### src/design/itp_pkg.sv
// Shared types, codes and sizes for the infix to postfix converter.
// No dependencies; imported by every module of the block.
package itp_pkg;

  localparam int STACK_DEPTH = 16;
  localparam int CNT_W       = $clog2(STACK_DEPTH + 1);
  localparam int IDX_W       = $clog2(STACK_DEPTH);

  localparam logic [31:0] PREC_RESET = 32'h0000_2211;

  localparam logic [2:0] FUNC_NUMBER = 3'd0;
  localparam logic [2:0] FUNC_OPER   = 3'd1;
  localparam logic [2:0] FUNC_LPAREN = 3'd2;
  localparam logic [2:0] FUNC_RPAREN = 3'd3;
  localparam logic [2:0] FUNC_END    = 3'd4;

  localparam logic [1:0] KIND_NUMBER = 2'd0;
  localparam logic [1:0] KIND_OPER   = 2'd1;
  localparam logic [1:0] KIND_ERROR  = 2'd2;

  localparam logic [2:0] ERR_NONE       = 3'd0;
  localparam logic [2:0] ERR_NO_OPEN    = 3'd1;
  localparam logic [2:0] ERR_NO_CLOSE   = 3'd2;
  localparam logic [2:0] ERR_OVERFLOW   = 3'd3;
  localparam logic [2:0] ERR_BAD_TOKEN  = 3'd4;

  localparam logic [3:0] LPAREN_MARK = 4'd8;

  typedef struct packed {
    logic [2:0]         func;
    logic [2:0]         op_code;
    logic signed [31:0] number_value;
  } in_item_t;

  typedef struct packed {
    logic [1:0]         out_kind;
    logic [2:0]         out_op;
    logic signed [31:0] out_value;
    logic [2:0]         error_code;
    logic               last;
  } out_item_t;

  typedef struct packed {
    logic       load_in;
    logic       emit;
    logic [1:0] emit_kind;
    logic [2:0] err_code;
    logic       last;
    logic       pop;
    logic       push;
    logic       clear;
  } itp_cmd_t;

  typedef struct packed {
    logic [2:0] func;
    logic       empty;
    logic       full;
    logic       one_left;
    logic       top_lp;
    logic       top_ge;
    logic       next_lp;
    logic       next_ge;
    logic       has_lp;
    logic       slot_free;
  } itp_status_t;

endpackage

### src/design/itp_datapath.sv
// Datapath: token register, precedence register, operator stack and result register.
// Depends on itp_pkg; driven by itp_controller through itp_cmd_t.
module itp_datapath import itp_pkg::*; (
  input  logic        clk,
  input  logic        rst,
  input  logic        cfg_valid,
  input  logic [31:0] cfg_data,
  input  in_item_t    in_data,
  input  logic        out_ready,
  input  itp_cmd_t    cmd,
  output itp_status_t status,
  output logic        out_valid,
  output out_item_t   out_data
);

  logic [31:0]      prec_table;
  in_item_t         tok;
  logic [3:0]       stack_mem [STACK_DEPTH];
  logic [3:0]       top;
  logic [3:0]       rd_data;
  logic [CNT_W-1:0] count;
  logic [CNT_W-1:0] lp_count;
  logic [CNT_W-1:0] count_m1;
  logic [CNT_W-1:0] count_m2;
  logic [CNT_W-1:0] count_m3;
  logic [3:0]       p_tok;
  logic [3:0]       p_top;
  logic [3:0]       p_next;
  logic [3:0]       push_val;

  assign count_m1 = count - CNT_W'(1);
  assign count_m2 = count - CNT_W'(2);
  assign count_m3 = count - CNT_W'(3);
  assign p_tok    = prec_table[{tok.op_code, 2'b00} +: 4];
  assign p_top    = prec_table[{top[2:0], 2'b00} +: 4];
  assign p_next   = prec_table[{rd_data[2:0], 2'b00} +: 4];
  assign push_val = (tok.func == FUNC_LPAREN) ? LPAREN_MARK : {1'b0, tok.op_code};

  always_comb begin
    status.func      = tok.func;
    status.empty     = (count == '0);
    status.full      = (count == CNT_W'(STACK_DEPTH));
    status.one_left  = (count == CNT_W'(1));
    status.top_lp    = (top == LPAREN_MARK);
    status.top_ge    = (p_top >= p_tok);
    status.next_lp   = (rd_data == LPAREN_MARK);
    status.next_ge   = (p_next >= p_tok);
    status.has_lp    = (lp_count != '0);
    status.slot_free = !out_valid || out_ready;
  end

  always_ff @(posedge clk) begin
    if (rst) begin
      prec_table <= PREC_RESET;
    end else if (cfg_valid) begin
      prec_table <= cfg_data;
    end
  end

  always_ff @(posedge clk) begin
    if (cmd.load_in) begin
      tok <= in_data;
    end
  end

  always_ff @(posedge clk) begin
    if (cmd.push) begin
      rd_data <= top;
    end else if (cmd.pop) begin
      rd_data <= stack_mem[count_m3[IDX_W-1:0]];
    end else begin
      rd_data <= stack_mem[count_m2[IDX_W-1:0]];
    end
    if (cmd.push && count != '0) begin
      stack_mem[count_m1[IDX_W-1:0]] <= top;
    end
  end

  always_ff @(posedge clk) begin
    if (cmd.push) begin
      top <= push_val;
    end else if (cmd.pop) begin
      top <= rd_data;
    end
  end

  always_ff @(posedge clk) begin
    if (rst || cmd.clear) begin
      count    <= '0;
      lp_count <= '0;
    end else if (cmd.push) begin
      count <= count + CNT_W'(1);
      if (push_val == LPAREN_MARK) begin
        lp_count <= lp_count + CNT_W'(1);
      end
    end else if (cmd.pop) begin
      count <= count_m1;
      if (top == LPAREN_MARK) begin
        lp_count <= lp_count - CNT_W'(1);
      end
    end
  end

  always_ff @(posedge clk) begin
    if (rst) begin
      out_valid <= 1'b0;
    end else if (cmd.emit) begin
      out_valid <= 1'b1;
    end else if (out_ready) begin
      out_valid <= 1'b0;
    end
  end

  always_ff @(posedge clk) begin
    if (cmd.emit) begin
      out_data.out_kind   <= cmd.emit_kind;
      out_data.out_op     <= (cmd.emit_kind == KIND_OPER) ? top[2:0] : 3'd0;
      out_data.out_value  <= (cmd.emit_kind == KIND_NUMBER) ? tok.number_value : 32'sd0;
      out_data.error_code <= (cmd.emit_kind == KIND_ERROR) ? cmd.err_code : ERR_NONE;
      out_data.last       <= cmd.last;
    end
  end

endmodule

### src/design/itp_controller.sv
// Controller state machine: sequences accept, pops, push, number results and error reports per token.
// Depends on itp_pkg; talks to itp_datapath through itp_cmd_t and itp_status_t.
module itp_controller import itp_pkg::*; (
  input  logic        clk,
  input  logic        rst,
  input  logic        in_valid,
  output logic        in_ready,
  input  itp_status_t status,
  output itp_cmd_t    cmd
);

  localparam logic [2:0] S_IDLE   = 3'd0;
  localparam logic [2:0] S_DECIDE = 3'd1;
  localparam logic [2:0] S_POP    = 3'd2;
  localparam logic [2:0] S_NUM    = 3'd3;
  localparam logic [2:0] S_ERR    = 3'd4;

  logic [2:0] state;
  logic [2:0] state_next;
  logic [2:0] err_code;
  logic [2:0] err_code_next;
  logic       pop_last;

  assign in_ready = (state == S_IDLE);

  always_comb begin
    unique case (status.func)
      FUNC_OPER:   pop_last = status.one_left || status.next_lp || !status.next_ge;
      FUNC_RPAREN: pop_last = status.next_lp;
      default:     pop_last = status.one_left;
    endcase
  end

  always_comb begin
    state_next    = state;
    err_code_next = err_code;
    cmd           = '0;
    unique case (state)
      S_IDLE: begin
        if (in_valid) begin
          cmd.load_in = 1'b1;
          state_next  = S_DECIDE;
        end
      end
      S_DECIDE: begin
        unique case (status.func)
          FUNC_NUMBER: begin
            state_next = S_NUM;
          end
          FUNC_OPER: begin
            if (!status.empty && !status.top_lp && status.top_ge) begin
              state_next = S_POP;
            end else if (status.full) begin
              err_code_next = ERR_OVERFLOW;
              state_next    = S_ERR;
            end else begin
              cmd.push   = 1'b1;
              state_next = S_IDLE;
            end
          end
          FUNC_LPAREN: begin
            if (status.full) begin
              err_code_next = ERR_OVERFLOW;
              state_next    = S_ERR;
            end else begin
              cmd.push   = 1'b1;
              state_next = S_IDLE;
            end
          end
          FUNC_RPAREN: begin
            if (!status.has_lp) begin
              err_code_next = ERR_NO_OPEN;
              state_next    = S_ERR;
            end else if (status.top_lp) begin
              cmd.pop    = 1'b1;
              state_next = S_IDLE;
            end else begin
              state_next = S_POP;
            end
          end
          FUNC_END: begin
            if (status.has_lp) begin
              err_code_next = ERR_NO_CLOSE;
              state_next    = S_ERR;
            end else if (status.empty) begin
              state_next = S_IDLE;
            end else begin
              state_next = S_POP;
            end
          end
          default: begin
            err_code_next = ERR_BAD_TOKEN;
            state_next    = S_ERR;
          end
        endcase
      end
      S_POP: begin
        if (status.slot_free) begin
          cmd.emit      = 1'b1;
          cmd.emit_kind = KIND_OPER;
          cmd.last      = pop_last;
          cmd.pop       = 1'b1;
          state_next    = S_DECIDE;
        end
      end
      S_NUM: begin
        if (status.slot_free) begin
          cmd.emit      = 1'b1;
          cmd.emit_kind = KIND_NUMBER;
          cmd.last      = 1'b1;
          state_next    = S_IDLE;
        end
      end
      S_ERR: begin
        if (status.slot_free) begin
          cmd.emit      = 1'b1;
          cmd.emit_kind = KIND_ERROR;
          cmd.err_code  = err_code;
          cmd.last      = 1'b1;
          cmd.clear     = 1'b1;
          state_next    = S_IDLE;
        end
      end
      default: begin
        state_next = S_IDLE;
      end
    endcase
  end

  always_ff @(posedge clk) begin
    if (rst) begin
      state    <= S_IDLE;
      err_code <= ERR_NONE;
    end else begin
      state    <= state_next;
      err_code <= err_code_next;
    end
  end

endmodule

### src/design/infix_to_postfix_converter_core.sv
// Infix to postfix converter: top level joining controller and datapath.
// Depends on itp_pkg, itp_controller and itp_datapath.
//
// Usage:
//   Input channel (in_valid/in_ready/in_data) takes one infix token per
//   transaction. Output channel (out_valid/out_ready/out_data) returns the
//   postfix results; last marks the final result of a token. Tokens that
//   cause no result (push, empty paren pair, end on empty stack) return none.
//   Config channel (cfg_valid/cfg_ready/cfg_data) writes the precedence
//   table; cfg_ready is always high and writes belong between expressions.
// Sequence:
//   A token is accepted in the idle state and then decided; each operator
//   popped off the stack goes through an emit state, then a re-decide,
//   since the stack memory read under the top is registered. A number or an
//   error report is emitted from its own state after the decision.
//   The result register holds one result; while the receiver stalls the
//   block holds in its emit state and accepts no token.
// Reset:
//   rst clears the stack count, the output valid and restores the
//   precedence table to 0x2211.
module infix_to_postfix_converter_core import itp_pkg::*; (
  input  logic      clk,
  input  logic      rst,
  input  logic      in_valid,
  output logic      in_ready,
  input  in_item_t  in_data,
  output logic      out_valid,
  input  logic      out_ready,
  output out_item_t out_data,
  input  logic        cfg_valid,
  output logic        cfg_ready,
  input  logic [31:0] cfg_data
);

  itp_cmd_t    cmd;
  itp_status_t status;

  assign cfg_ready = 1'b1;

  itp_controller u_ctrl (
    .clk      (clk),
    .rst      (rst),
    .in_valid (in_valid),
    .in_ready (in_ready),
    .status   (status),
    .cmd      (cmd)
  );

  itp_datapath u_dp (
    .clk       (clk),
    .rst       (rst),
    .cfg_valid (cfg_valid),
    .cfg_data  (cfg_data),
    .in_data   (in_data),
    .out_ready (out_ready),
    .cmd       (cmd),
    .status    (status),
    .out_valid (out_valid),
    .out_data  (out_data)
  );

endmodule
### config.mk
export PLATFORM = sky130hd
export DESIGN_NAME = infix_to_postfix_converter_core
export DESIGN_NICKNAME = d
export VERILOG_FILES = /design/src/design/itp_pkg.sv /design/src/design/itp_datapath.sv /design/src/design/itp_controller.sv /design/src/design/infix_to_postfix_converter_core.sv
export SDC_FILE = /design/constraint.sdc
export NUM_CORES = 1
export LEC_CHECK = 0
export ABC_AREA = 0
export BUFFER_PORTS_ARGS = -buffer_cell sky130_fd_sc_hd__buf_2
export CORE_ASPECT_RATIO = 2
export CORE_UTILIZATION = 58
export CTS_BUF_LIST = sky130_fd_sc_hd__clkbuf_16
export DETAILED_ROUTE_END_ITERATION = 6
export PLACE_DENSITY = 0.88
export SYNTH_ARGS = -nofsm -noshare
export SYNTH_HDL_FRONTEND = slang
export SYNTH_HIERARCHICAL = 1
export SYNTH_SLANG_ARGS = --single-unit
export TNS_END_PERCENT = 30
### constraint.sdc
create_clock -name clk -period 5.21 [get_ports clk]
set_input_delay 0.2605 -clock clk [delete_from_list [all_inputs] [get_ports clk]]
set_output_delay 0.2605 -clock clk [all_outputs]
set_load 0.03 [all_outputs]
==> results of run 1 <==
-- worst max-delay path by stage --
| stage | end | slack [ps] | depth (start not counted) |
|---|---|---|---|
| after floorplan | u_dp/lp_count[4] | 820 | 20 |
| after global placement | u_dp/lp_count[4] | 700 | 18 |
| after detailed placement | u_dp/lp_count[4] | 580 | 18 |
| after CTS | u_dp/lp_count[4] | 550 | 18 |
| after global routing | u_dp/lp_count[4] | 210 | 18 |
| final | u_dp/lp_count[4] | 490 | 18 |
-- through the flow --
stage | total power, mW | setup slack [ps] | instances | instance area [µm²]
6_report | 3.58 | 489 | 1021 | 11100
5_1_grt | 3.69 | 212 | 1021 | 11100
4_1_cts | 3.57 | 549 | 1018 | 11000
3_5_place_dp | 2.28 | 579 | 953 | 10100
3_3_place_gp | 2.25 | 703 | 953 | 10100
2_1_floorplan | 2.16 | 816 | 672 | 9490
-- state kept, by name (all words and copies together) (netlist names) --
signal / flops
u_dp/prec_table: 32
u_ctrl/err_code: 3
u_dp/tok: 35
u_dp/top: 4
u_dp/rd_data: 4
u_dp/lp_count: 5
u_dp/out_valid: 1
u_ctrl/state: 3
u_dp/stack_mem: 64
u_dp/count: 5
u_dp/out_data: 41
u_dp/status: 3
-- per-layer routing --
| layer | wire (µm) | vias up | global-route usage [%] |
|---|---|---|---|
| met3 | 1340 | 100 | 5.47 |
| met4 | 1290 | 0 | 18.0 |
| met5 | 0 | - | 0 |
| met1 | 7650 | 3143 | 28.5 |
| met2 | 13200 | 366 | 53.8 |
| li1 | - | 2811 | - |
-- report_power, final --
group          switching (mW)  total [mW]  internal [mW]  leakage [nW]
Sequential             0.0727        1.85           1.78          1.79
Clock                   0.584        1.29          0.710         0.282
Combinational           0.227       0.439          0.211          2.05
-- final cells by class --
cell class	count	area, µm²	share of cell area (%)
Multi-Input combinational cell	419	3730	33.8
Antenna cell	2	5.00	0.0453
Timing Repair Buffer	158	978	8.85
Clock buffer	17	425	3.85
Inverter	9	33.8	0.306
Sequential cell	200	5480	49.5
Clock inverter	15	151	1.37
Tap cell	201	251	2.27
-- layout by cell type, fill, tap and decap left out, types with 9 or more instances in the layout --
| master | instances |
|---|---|
| buf_2 | 117 |
| mux4_2 | 38 |
| a21oi_1 | 13 |
| nor2b_1 | 15 |
| xnor2_1 | 10 |
| clkbuf_16 | 17 |
| nor2_1 | 67 |
| mux2i_1 | 80 |
| and2_1 | 42 |
| ha_1 | 22 |
| a22oi_1 | 9 |
| inv_1 | 10 |
| edfxtp_1 | 147 |
| dlygate4sd3_1 | 34 |
| dfxtp_1 | 52 |
| nand2_1 | 14 |
-- kinds of logic (layout without fill, tap and decap cells) --
logic type | after synthesis | in the layout | share of synthesized area, %
adder cells (fa/ha/maj) | 23 | 23 | 3.11
AO/OA/AOI/OAI | 75 | 75 | 5.86
AND/OR/NAND/NOR | 177 | 177 | 9.94
buffers and inverters | 53 | 199 | 2.94
XOR/XNOR | 16 | 16 | 1.56
flip-flops | 200 | 200 | 57.7
multiplexers | 127 | 127 | 18.8
other | 1 | 3 | 0.0395
==> flow_summary_export.csv, run 1 <==
group,metric,value,unit
status,status,"complete, no violations",
critical_path,end_kind,"register",
sta,fmax,212,MHz
grt,grt_pass1_vias,6881,
grt,antenna_found_initial,2,
routing,drt_iter0_drc,474,
placement,port_buffers,117,
logic_synthesis,synthMostInstantiatedCell,"edfxtp_1",
critical_path,cp.buffers_inverters,1,
floorplanning,initial_core_util,59.8,%
floorplanning,io_pins,119,
critical_path,crit_start,"u_dp/tok[32]",
logic_synthesis,ys_types,63,
sta,hold_viol,0,
logic_synthesis,synth.avg_cell_area,14.1,µm²
sta,setup_viol,0,
routing,antenna_left,0,
cts,postCtsSetupBuffers,0,
final_layout,nFillCells,969,
sta,maxSlewViolCount,0,
logic_synthesis,synthesis.nets,770,
logic_synthesis,synth_top_area_cell,"edfxtp_1",
cts,insertion_delay,430,ps
logic_synthesis,ys_async_sr_fraction,0,%
routing,drc,0,
grt,grt_pass1_wl,36100,µm
logic_synthesis,synth_edf_count,147,
grt,grt_max_degree,57,
grt,overflow,0,
routing,drt-vias-per-instance,6.29,
power,irDropWorstVdd,379,µV
routing,dr_total_vias,6420,
critical_path,criticalPathCategory,"register to register",
sta,skew,12.3,ps
run,maxCapViolCount,0,
floorplanning,die_x,92.4,µm
critical_path,cpMostUsedCell,"a21oi_1",
logic_synthesis,ys_seq_area_share,57.7,%
sta,period_share,90.6,%
grt,track_usage,28.9,%
critical_path,cp.required,5570,ps
placement,dp_hpwl,15100,µm
cts,cts_buffers,17,
floorplanning,rows,65,
logic_synthesis,yosys_warnings,6,
floorplanning,dieHeight,183,µm
final_layout,drive_above_1_share,25.4,%
placement,place_congestion,0.918,
critical_path,r2r_end,"u_dp/lp_count[4]",
cts,ctsHoldBuffers,33,
logic_synthesis,synth_ff_type,"edfxtp_1",
sta,fin_crit,4720,ps
sta,totalNegativeSetupSlack,0,ps
power,power_density,324,nW/µm²
min_path,min_to,"u_dp/tok[10]",
sta,slew_headroom,29.2,%
critical_path,crit_path_max_fanout,15,
min_path,hold_path_depth,1,
min_path,hp-start,"in_data[10]",
logic_synthesis,yosysTopAreaCellShare,46.5,%
cts,cts_sinks,200,
critical_path,r2r_start,"u_dp/tok[32]",
routing,first_pass_iters,5,
logic_synthesis,synthTopCellsByArea,"edfxtp_1 47%, dfxtp_1 11%, mux4_2 9.0%, mux2i_1 8.4%, ha_1 2.9%",
critical_path,arrival,5080,ps
cts,cts_max_path_buffers,2,
cts,cts_tree,"built",
final_layout,post-route-util,69.7,%
sta,worst_slew_pin_slew,1060,ps
floorplanning,core,15900,µm²
critical_path,r2r_cells,18,
cts,cts.clk_slew.worst_paths,70,ps
critical_path,cp_slowest_stage_delay,710,ps
critical_path,cpMaxStageDelayCell,"edfxtp_1",
logic_synthesis,netlist_area,9490,µm²
power,p_leak,4.12,nW
final_layout,fin_nets,903,
logic_synthesis,ys_top_cells_by_count,"147 x edfxtp_1, 80 x mux2i_1, 67 x nor2_1",
critical_path,reg2reg_slack,490,ps
sta,whs,18.8,ps
cts,cts-root-buf,"clkbuf_16",
critical_path,cp_top_family,"simple AND/OR/NAND/NOR gates",
logic_synthesis,syn_inst,672,
critical_path,cp_cell_sequence,"mux4_2, mux2_2, ha_1, nand2b_1, a21oi_1, nor2b_1, o21ai_0, nand2b_1, or3b_4, nand3_1, o21ai_1, and3_1, buf_4, nand2_1, nor3_1, a21oi_1, or3_1, a21oi_1",
cts,h-tree-depth,4,
final_layout,syn2layout_area_growth,16.5,%
logic_synthesis,ys_ff_latch,200,
sta,rsz0062_at_grt,"no",
routing,wl,23500,µm
min_path,worstHoldPathType,"input port to register",
critical_path,cp-start-kind,"register",
floorplanning,dieArea,16900,µm²
routing,wire_per_inst,23.0,µm
cts,cts_resized,0,
(Power assumes the default switching activity.)
==> run 2, diff against run 1 <==
--- a/config.mk
+++ b/config.mk
@@ -14,6 +14,5 @@
 export PLACE_DENSITY = 0.88
 export SYNTH_ARGS = -nofsm -noshare
 export SYNTH_HDL_FRONTEND = slang
-export SYNTH_HIERARCHICAL = 1
 export SYNTH_SLANG_ARGS = --single-unit
 export TNS_END_PERCENT = 30
==> flow_summary_export.csv, run 2 <==
group,metric,value,unit
final_layout,largest_register_ffs,64,
logic_synthesis,synth_top_area_cell,"edfxtp_1",
sta,rsz0062_at_grt,"no",
critical_path,cpMostUsedCell,"mux2i_1",
critical_path,cp.buffers_inverters,1,
cts,cts_resized,0,
critical_path,cp_cell_sequence,"mux4_2, mux2i_1, ha_1, nand2b_1, a2111oi_4, nor4b_4, nor2_4, inv_2, fa_1, a21o_1, a21oi_1, mux2i_1, xnor2_1, nor2_1",
cts,h-tree-depth,4,
routing,antenna_left,0,
final_layout,final_cell_mix,"147 x edfxtp_1, 117 x buf_2, 71 x nor2_1",
sta,hold_viol,0,
power,power.internal,2.59,mW
floorplanning,io_pins,119,
floorplanning,dieHeight,182,µm
logic_synthesis,yosys_warnings,0,
sta,skew,23.4,ps
placement,port_buffers,117,
routing,drc,1,
critical_path,crit_start,"u_dp.top[0]",
cts,cts-root-buf,"clkbuf_16",
routing,first_pass_iters,7,
critical_path,reg2reg_slack,720,ps
logic_synthesis,ys_async_sr_fraction,0,%
critical_path,arrival,4830,ps
grt,overflow,0,
cts,cts_buffers,17,
floorplanning,initial_core_util,59.6,%
critical_path,cp.required,5550,ps
power,p_leak,4.08,nW
logic_synthesis,syn_inst,659,
logic_synthesis,netlist_area,9400,µm²
routing,wl,24300,µm
min_path,worstHoldPathType,"input port to register",
sta,worst_slew_pin_slew,1280,ps
final_layout,syn2layout_area_growth,17.3,%
grt,antenna_found_initial,0,
logic_synthesis,synth.avg_cell_area,14.3,µm²
min_path,hp-start,"in_data[31]",
critical_path,cp_num_cells,14,
status,violations,"design-rule violations",
sta,fin_ws,722,ps
floorplanning,die_x,92.0,µm
cts,cts_max_path_buffers,2,
logic_synthesis,ys_seq_area_share,58.3,%
final_layout,final_common_cell,"edfxtp_1",
floorplanning,rows,65,
grt,grt_pass1_vias,6663,
critical_path,end_kind,"register",
final_layout,drive_above_1_share,28.5,%
sta,period_share,86.1,%
power,power.clock.fraction,35.6,%
logic_synthesis,synthTopCellsByArea,"edfxtp_1 47%, mux4_2 13%, dfxtp_1 11%, mux2i_1 4.8%, nor2_1 2.9%",
sta,totalNegativeSetupSlack,0,ps
logic_synthesis,yosysTopAreaCellShare,47.0,%
routing,dr_total_vias,6410,
critical_path,cp_top_family,"multiplexers",
cts,cts_tree,"built",
logic_synthesis,synthesis.nets,756,
power,share_comb_of_total_power,11.9,%
power,swShare,26.0,%
floorplanning,core,15800,µm²
logic_synthesis,ys_top_cells_by_count,"147 x edfxtp_1, 72 x nor2_1, 56 x mux4_2",
placement,place_congestion,0.924,
cts,postCtsSetupBuffers,0,
run,maxCapViolCount,0,
grt,grt_pass1_wl,36600,µm
power,power_density,317,nW/µm²
routing,wire_per_inst,24.0,µm
critical_path,crit_path_max_fanout,17,
placement,dpl_worst_slack,849,ps
sta,maxSlewViolCount,0,
critical_path,cp_slowest_stage_delay,930,ps
final_layout,antennaDiodeCount,0,
cts,insertion_delay,460,ps
critical_path,cp-start-kind,"register",
power,p_switching,0.907,mW
final_layout,post-route-util,69.8,%
cts,cts.clk_slew.worst_paths,80,ps
critical_path,cpMaxStageDelayCell,"edfxtp_1",
floorplanning,dieArea,16700,µm²
power,irDropWorstVdd,320,µV
logic_synthesis,ys_ff_latch,200,
power,total_power,3.49,mW
sta,slew_headroom,14.6,%
cts,cts_sinks,200,
routing,drt-vias-per-instance,6.34,
critical_path,r2r_start,"u_dp.top[0]",
sta,whs,6.17,ps
routing,drt_iter0_drc,535,
cts,ctsHoldBuffers,32,
min_path,hold_path_depth,1,
logic_synthesis,ys_types,59,
sta,fmax,223,MHz
sta,fin_crit,4490,ps
logic_synthesis,synth_ff_type,"edfxtp_1",
placement,dp_hpwl,15200,µm
logic_synthesis,synth_edf_count,147,
logic_synthesis,synthMostInstantiatedCell,"edfxtp_1",
power,seqPwrFrac,52.5,%
critical_path,r2r_cells,14,
status,status,"complete, but fails checks",
sta,setup_viol,0,
grt,grt_max_degree,44,
grt,track_usage,29.9,%
critical_path,criticalPathCategory,"register to register",
final_layout,fin_nets,894,
-- run 2: changes by cell type after synthesis, sizes merged, moves of 6 or more --
cell | previous run | this run
buf | 27 | 14
mux4 | 40 | 56
nor2 | 67 | 73
clkbuf | 17 | 26
mux2i | 80 | 45
nand3 | 4 | 19
nand2 | 14 | 33
a211oi | 2 | 12
-- run 2: worst paths after layout --
path,end
worst min-delay path,u_dp.tok[31]
worst max register to register,u_dp.lp_count[4]
worst max-delay path,u_dp.lp_count[4]
worst min register to register,u_ctrl.err_code[2]
-- run 2: cells by family after synthesis --
family / synth area share [%]
AO/OA/AOI/OAI: 5.26
XOR/XNOR: 1.30
adder cells (fa/ha/maj): 3.01
buffers and inverters: 2.18
flip-flops: 58.3
multiplexers: 18.7
other: 0.0399
AND/OR/NAND/NOR: 11.3
-- run 2: layer usage --
| metal | part of all wire, % | vias to the layer above | GRT usage, % |
|---|---|---|---|
| met1 | 32 | 3190 | 30.6 |
| li1 | - | 2765 | - |
| met3 | 5.6 | 100 | 5.95 |
| met2 | 56 | 355 | 54.5 |
| met4 | 6.5 | 0 | 18.7 |
| met5 | 0 | - | 0 |
-- run 2: cell type report --
cell class / count / area, µm²
multi-input cells: 411 / 3720
inverters: 8 / 30.0
well taps: 201 / 251
clock inverters: 15 / 123
flip-flops and latches: 200 / 5480
repair buffers: 159 / 988
fillers: 999 / 4760
clock buffers: 17 / 425
-- run 2: metrics by stage --
stage | area [µm²] | instances
global route | 11000 | 1011
finish | 11000 | 1011
global placement | 10100 | 944
detailed placement | 10100 | 944
floorplan | 9400 | 659
CTS | 11000 | 1008
-- run 2: power groups by stage --
stage | Combinational, mW | Sequential (mW) | Clock, mW
2_1_floorplan | 0.273 | 1.85 | 0
3_5_place_dp | 0.376 | 1.86 | 0
6_report | 0.416 | 1.83 | 1.25
5_1_grt | 0.442 | 1.84 | 1.30
3_3_place_gp | 0.359 | 1.85 | 0
4_1_cts | 0.403 | 1.83 | 1.24
